## src/sv/assert_macros.svh

```systemverilog
// Assertion macros shared by the footprint transform RTL.
// No dependencies; included by the modules that carry assertions.
`ifndef ASSERT_MACROS_SVH
`define ASSERT_MACROS_SVH

// Clocked property check, disabled while reset is high
`define FPER_ASSERT(label, clk, rst, prop, msg) \
  label: assert property (@(posedge clk) disable iff (rst) prop) else $error(msg);

// Implication checked on the following cycle
`define FPER_ASSERT_NEXT(label, clk, rst, cond, prop, msg) \
  label: assert property (@(posedge clk) disable iff (rst) (cond) |=> (prop)) else $error(msg);

`endif

```

## src/sv/fper_pkg.sv

```systemverilog
// Package for the footprint point expand/rotate core: widths, codes and the arctangent table.
// No dependencies; imported by every module of the block.
`timescale 1ns / 1ps

package fper_pkg;

  // Coordinate format and pipeline depth
  localparam int COORD_WIDTH     = 32;
  localparam int CORDIC_STAGES   = 16;
  localparam int GUARD           = 4;
  localparam int MARGIN_WIDTH    = COORD_WIDTH - 1;
  localparam int HEADING_WIDTH   = 16;
  localparam int CFG_INDEX_WIDTH = 3;

  // Internal widths
  localparam int EXP_X_WIDTH   = COORD_WIDTH + 2;
  localparam int EXP_Y_WIDTH   = COORD_WIDTH + 1;
  localparam int ROT_WIDTH     = COORD_WIDTH + 10;
  localparam int ANG_WIDTH     = 32;
  localparam int GAIN_WIDTH    = 24;
  localparam int LO_WIDTH      = 16;
  localparam int HI_WIDTH      = ROT_WIDTH - LO_WIDTH;
  localparam int HI_PROD_WIDTH = HI_WIDTH + GAIN_WIDTH + 1;
  localparam int LO_PROD_WIDTH = LO_WIDTH + GAIN_WIDTH;
  localparam int SUM_WIDTH     = HI_PROD_WIDTH + LO_WIDTH + 1;
  localparam int SCALE_SHIFT   = GAIN_WIDTH + GUARD;
  localparam int COMP_WIDTH    = SUM_WIDTH - SCALE_SHIFT;
  localparam int WORLD_WIDTH   = COMP_WIDTH + 1;

  // 1/K of the CORDIC gain, Q0.24
  localparam logic [GAIN_WIDTH-1:0] INV_GAIN = 24'd10188014;
  localparam logic signed [COORD_WIDTH-1:0] ONE_Q16 = 32'sd65536;
  localparam logic [HEADING_WIDTH-1:0] EIGHTH_TURN = 16'd8192;

  // Register map
  typedef enum logic [CFG_INDEX_WIDTH-1:0] {
    CFG_SIDE_MARGIN  = 3'd0,
    CFG_REAR_MARGIN  = 3'd1,
    CFG_FRONT_OFFSET = 3'd2,
    CFG_CENTER_X     = 3'd3,
    CFG_CENTER_Y     = 3'd4,
    CFG_HEADING      = 3'd5
  } cfg_index_t;

  // Coarse quarter-turn taken out before the CORDIC
  typedef enum logic [1:0] {
    QUAD_0   = 2'd0,
    QUAD_90  = 2'd1,
    QUAD_180 = 2'd2,
    QUAD_270 = 2'd3
  } quad_t;

  // atan(2^-i) in units of 2^-32 turn
  function automatic logic signed [ANG_WIDTH-1:0] atan_turn(input int unsigned idx);
    logic signed [ANG_WIDTH-1:0] a;
    case (idx)
      0:  a = 32'sd536870912;
      1:  a = 32'sd316933406;
      2:  a = 32'sd167458907;
      3:  a = 32'sd85004756;
      4:  a = 32'sd42667331;
      5:  a = 32'sd21354465;
      6:  a = 32'sd10679838;
      7:  a = 32'sd5340245;
      8:  a = 32'sd2670163;
      9:  a = 32'sd1335087;
      10: a = 32'sd667544;
      11: a = 32'sd333772;
      12: a = 32'sd166886;
      13: a = 32'sd83443;
      14: a = 32'sd41722;
      15: a = 32'sd20861;
      16: a = 32'sd10430;
      17: a = 32'sd5215;
      18: a = 32'sd2608;
      19: a = 32'sd1304;
      20: a = 32'sd652;
      21: a = 32'sd326;
      22: a = 32'sd163;
      23: a = 32'sd81;
      24: a = 32'sd41;
      25: a = 32'sd20;
      26: a = 32'sd10;
      27: a = 32'sd5;
      28: a = 32'sd3;
      29: a = 32'sd1;
      30: a = 32'sd1;
      default: a = 32'sd0;
    endcase
    return a;
  endfunction

endpackage

```

## src/sv/fper_scale.sv

```systemverilog
// Gain compensation: multiply by 1/K, round half up and drop the guard and gain fraction.
// Depends on fper_pkg; two register stages (partial products, then sum).
`timescale 1ns / 1ps

module fper_scale import fper_pkg::*; (
  input  logic                         clk,
  input  logic                         mul_load,
  input  logic                         sum_load,
  input  logic signed [ROT_WIDTH-1:0]  value,
  output logic signed [COMP_WIDTH-1:0] scaled
);

  localparam logic [SUM_WIDTH-1:0] ROUND = SUM_WIDTH'(1) << (SCALE_SHIFT - 1);
  localparam int HI_EXT = SUM_WIDTH - HI_PROD_WIDTH - LO_WIDTH;

  logic signed [HI_WIDTH-1:0]      hi;
  logic        [LO_WIDTH-1:0]      lo;
  logic signed [HI_PROD_WIDTH-1:0] hi_prod;
  logic        [LO_PROD_WIDTH-1:0] lo_prod;
  logic        [SUM_WIDTH-1:0]     hi_term;
  logic        [SUM_WIDTH-1:0]     sum;

  // split the operand so each multiplier stays narrow
  assign hi = value[ROT_WIDTH-1:LO_WIDTH];
  assign lo = value[LO_WIDTH-1:0];

  always_ff @(posedge clk) begin
    if (mul_load) begin
      hi_prod <= hi * $signed({1'b0, INV_GAIN});
      lo_prod <= lo * INV_GAIN;
    end
  end

  // recombine, add half an LSB, keep the integer part
  assign hi_term = {{HI_EXT{hi_prod[HI_PROD_WIDTH-1]}}, hi_prod, {LO_WIDTH{1'b0}}};
  assign sum     = hi_term + SUM_WIDTH'(lo_prod) + ROUND;

  always_ff @(posedge clk) begin
    if (sum_load) begin
      scaled <= sum[SUM_WIDTH-1:SCALE_SHIFT];
    end
  end

endmodule

```

## config.mk

```make
export PLATFORM = sky130hd
export DESIGN_NAME = fper_scale
export DESIGN_NICKNAME = d
export VERILOG_FILES = /design/src/sv/assert_macros.svh /design/src/sv/fper_pkg.sv /design/src/sv/fper_scale.sv
export SDC_FILE = /design/constraint.sdc
export NUM_CORES = 2
export LEC_CHECK = 0
export ABC_AREA = 0
export BUFFER_PORTS_ARGS = -buffer_cell sky130_fd_sc_hd__buf_2
export CORE_ASPECT_RATIO = 1.2
export CORE_UTILIZATION = 50
export DETAILED_ROUTE_END_ITERATION = 10
export PLACE_DENSITY = 0.63
export SLEW_MARGIN = 20
export SYNTH_ARGS = -nofsm -noshare
export SYNTH_HDL_FRONTEND = slang
export SYNTH_SLANG_ARGS = --single-unit
```

## constraint.sdc

```tcl
create_clock -name clk -period 18.75 [get_ports clk]
set_input_delay 3.75 -clock clk [delete_from_list [all_inputs] [get_ports clk]]
set_output_delay 3.75 -clock clk [all_outputs]
set_load 0.03 [all_outputs]
```

==> After elaboration in Yosys (flattened, before gate mapping) <==
Cells that the tools add are included.
{ "classes": {"n_addsub": 2, "mul": 2} }
{ "ops": {"columns": ["operator", "count"], "rows": [
  ["$add A67 B41 Y68", 1],
  ["$add A68 B28 Y68 const B", 1],
  ["$mul A26 B24 Y50 const B", 1],
  ["$mul A16 B23 Y39 const B", 1]
]} }
{ "totals": {"reg_bits": 129, "out_inout_bits": 40} }

==> Depth between registers and ports, before layout <==
{ "logic_depth": {"ltp_word": 2, "depth_mapped": 26, "depth_no_buf": 26} }

==> Worst setup path before layout <==
No wires, ideal clock.
{ "synth_path": {"path_kind": "input to register", "startpoint": "input port value[35]", "endpoint": "register hi_prod[46] (data pin)", "setup_time_ns": 0.262, "arrival_time_ns": 9.543, "required_time_ns": 18.488, "path_slack_ns": 8.945, "stages": 22, "n_path_buf": 1, "path_cell_list": "fa_1 -> inv_1 -> fa_1 -> fa_1 -> fa_1 -> inv_1 -> fa_1 -> fa_1 -> inv_1 -> fa_1 -> inv_1 -> ha_1 -> buf_2 -> nand4_1 -> or4_1 -> a211oi_2 -> o221ai_2 -> a21oi_2 -> a21oi_2 -> o21ai_2 -> mux2i_1 -> nand3_1"} }
{ "synth_via": {"elab_chain_cells": 1} }
{ "synth_rtl": {"columns": ["element", "line", "source"], "rows": [
  ["start, declared", "fper_scale.sv:9", "input logic signed [ROT_WIDTH-1:0] value,"],
  ["$mul A26 B24 Y50", "fper_scale.sv:29", "hi_prod <= hi * $signed({1'b0, INV_GAIN});"],
  ["end signal, assigned", "fper_scale.sv:29", null],
  ["end, declared", "fper_scale.sv:18", "logic signed [HI_PROD_WIDTH-1:0] hi_prod;"]
]} }
No other way between the ends.
A chain may end at the register's enable or synchronous reset.

==> Final worst setup path <==
{ "layout_path": {"startpoint": "input port value[39]", "endpoint": "register hi_prod[46] (data pin)"} }
The elaborated chain is that of the path after synthesis.

==> flow_summary.json <==
{
  "run_status": "completed",
  "crit_chain": "buf_2, fa_1, inv_1, fa_1, fa_1, fa_1, inv_1, fa_1, fa_1, inv_1, fa_1, inv_1, ha_1, nand3_2, or4_1, a211oi_2, o221ai_2, a21oi_2, a21oi_2, o21ai_2, mux2i_1, nand3_1",
  "grt_pass1_wl_mm": 96.11,
  "setup_viol": 0,
  "layout_setup_ws_ns": 8.578,
  "crit_cells": 22,
  "cp_slowest_stage_delay_ns": 0.61,
  "n_antenna_cell": 0,
  "grt_pass1_vias": 17440,
  "dp_slack_ns": 8.114,
  "htree_levels": 4,
  "syn_inst": 2339,
  "cp-startpoint": "value[39]",
  "ios": 85,
  "max_cap_viol_count": 0,
  "layout_commonest_cell": "inv_1",
  "hold_path.class": "flip-flop to flip-flop",
  "drtIter0Drc": 722,
  "via_per_inst": 5.114,
  "crit_buf_inv": 5,
  "arrival_ns": 10.35,
  "final_cell_mix": "inv_1, fa_1, ha_1, edfxtp_1, buf_2",
  "hold_buffers": 0,
  "finalWirelength_mm": 60.03,
  "yosysSeqAreaShare_pct": 13.58,
  "gp_congestion": 0.9503,
  "reg2reg_to": "scaled[38]$_DFFE_PP_",
  "synthTopCellsByArea": "fa_1, ha_1, edfxtp_1",
  "drc_errors": 0,
  "path_clk_slew_ns": 0.06,
  "critPathCaptureType": "flip-flop",
  "yosys_warnings": 0,
  "async_flop_share_pct": 0,
  "die_w_um": 206.1,
  "layout.cells.non_filler": 3080,
  "cts.sinks": 113,
  "cpLargestDelayFamily": "adder cells",
  "port-buffer-count": 84,
  "synth_area_per_cell_um2": 10.68,
  "rrSetupSlack_ns": 15.37,
  "syn-num-nets": 3297,
  "ys_ff_latch": 113,
  "skew_ns": 0.01024,
  "grt_antenna_before_repair": 0,
  "endpoint": "hi_prod[46]$_DFFE_PP_",
  "wl_per_cell_um": 19.49,
  "postCtsResizedCells": 0,
  "timing_hold_violations_final": 0,
  "dieArea_um2": 50870,
  "placementRows": 89,
  "cts_buffers": 17,
  "reg2regPathDepth": 12,
  "fin_nets": 3388,
  "dieHeight_um": 246.9,
  "root_buffer": "clkbuf_16",
  "max-slew-margin-rel_pct": 35.92,
  "clk_latency_ns": 0.44,
  "cp.required_ns": 18.92,
  "syn_area_um2": 24990,
  "grt_usage_pct": 25.29,
  "start_util_pct": 50.77,
  "r2r_start": "lo_prod[19]$_DFFE_PP_",
  "postCtsSetupRepairBufs": 0,
  "grt_overflow": 0,
  "synth_top_area_cell": "fa_1",
  "grt_max_degree": 74,
  "tns_ns": 0,
  "num_vias": 15750,
  "place_area_um2": 26160,
  "fin_crit_sh_pct": 54.25,
  "cts_max_path_buffers": 2,
  "criticalPathCategory": "input port to flip-flop",
  "ys_types": 69,
  "cts_tree": "built",
  "timing.final.max_slew_violations": 0,
  "dp_hpwl_mm": 53.76,
  "drt.antenna.violating_nets": 0,
  "synthFlopType": "edfxtp_1",
  "syn_to_final_growth_pct": 7.176,
  "tightest_slew_ns": 0.9612,
  "fmax_ghz": 0.09831,
  "crit_fanout": 11,
  "core_um2": 49220,
  "drive_above_1_share_pct": 6.467,
  "place_inst": 3048,
  "stdcell_area_um2": 26780,
  "rsz0062_at_grt": "false",
  "start_kind": "input port",
  "slowest_stage": "fa_1",
  "synth_top_cell_area_share_pct": 39.02,
  "synth-edff-count": 113,
  "min_period_ns": 10.17,
  "crit_path_frequent_cell": "fa_1",
  "drt_pre_antenna_iters": 5
}
[registers in the layout, indices dropped and copies added (netlist names)]
signal / flops
hi_prod: 50
lo_prod: 23
scaled: 40
[cell type report]
class	instances	area [um^2]
fillers	4366	22440
inverters	735	2759
clock buffers	17	425.4
multi-input cells	1477	18770
clock inverters	15	195.2
repair buffers	86	435.4
flip-flops and latches	113	3393
well taps	637	797.0
[metal layers]
layer  part of all wire [%]  vias up  GRT usage, %
li1                       -     7413             -
met1                     41     7968         31.12
met2                     54      300         47.07
met3                    2.3       71         1.568
met4                    2.6        0         7.526
met5                      0        -             0
[synthesized netlist by cell type (32+ instances only)]
master / count
nand2_1: 42
inv_1: 735
nor2_1: 62
o21ai_0: 32
a21oi_1: 64
xnor2_1: 59
edfxtp_1: 113
xor2_1: 42
fa_1: 487
ha_1: 426
a21o_1: 51
[per-stage QoR]
step / util (%) / hold slack [ns]
2_1_floorplan: - / 0.5413
3_3_place_gp: 53.15 / 0.5690
3_5_place_dp: 53.15 / 0.5775
4_1_cts: 54.41 / 0.5878
5_1_grt: 54.41 / 0.6091
6_report: 54.41 / 0.5858
[cells by family (layout without fill, tap and decap cells)]
family / Yosys count / in the layout / share of synthesized area (%)
xor+xnor: 101 / 101 / 3.540
mux: 3 / 3 / 0.1202
simple gates: 227 / 227 / 4.657
flops: 113 / 113 / 13.58
fa+ha+maj: 913 / 913 / 60.35
buf+inv: 749 / 853 / 11.28
compound gates: 233 / 233 / 6.470
[worst min-delay path by stage]
stage,start,end,slack [ns],depth (start not counted)
CTS,hi_prod[46]$_DFFE_PP_,scaled[34]$_DFFE_PP_,0.59,1
global placement,hi_prod[43]$_DFFE_PP_,scaled[31]$_DFFE_PP_,0.57,1
global route,hi_prod[38]$_DFFE_PP_,scaled[26]$_DFFE_PP_,0.61,1
detailed placement,hi_prod[46]$_DFFE_PP_,scaled[34]$_DFFE_PP_,0.58,1
finish,hi_prod[46]$_DFFE_PP_,scaled[34]$_DFFE_PP_,0.59,1
floorplan,hi_prod[43]$_DFFE_PP_,scaled[31]$_DFFE_PP_,0.54,1
Power is left out: the tool's default activity adds up to more than one toggle a clock period on the data nets, which glitch-free logic cannot reach.
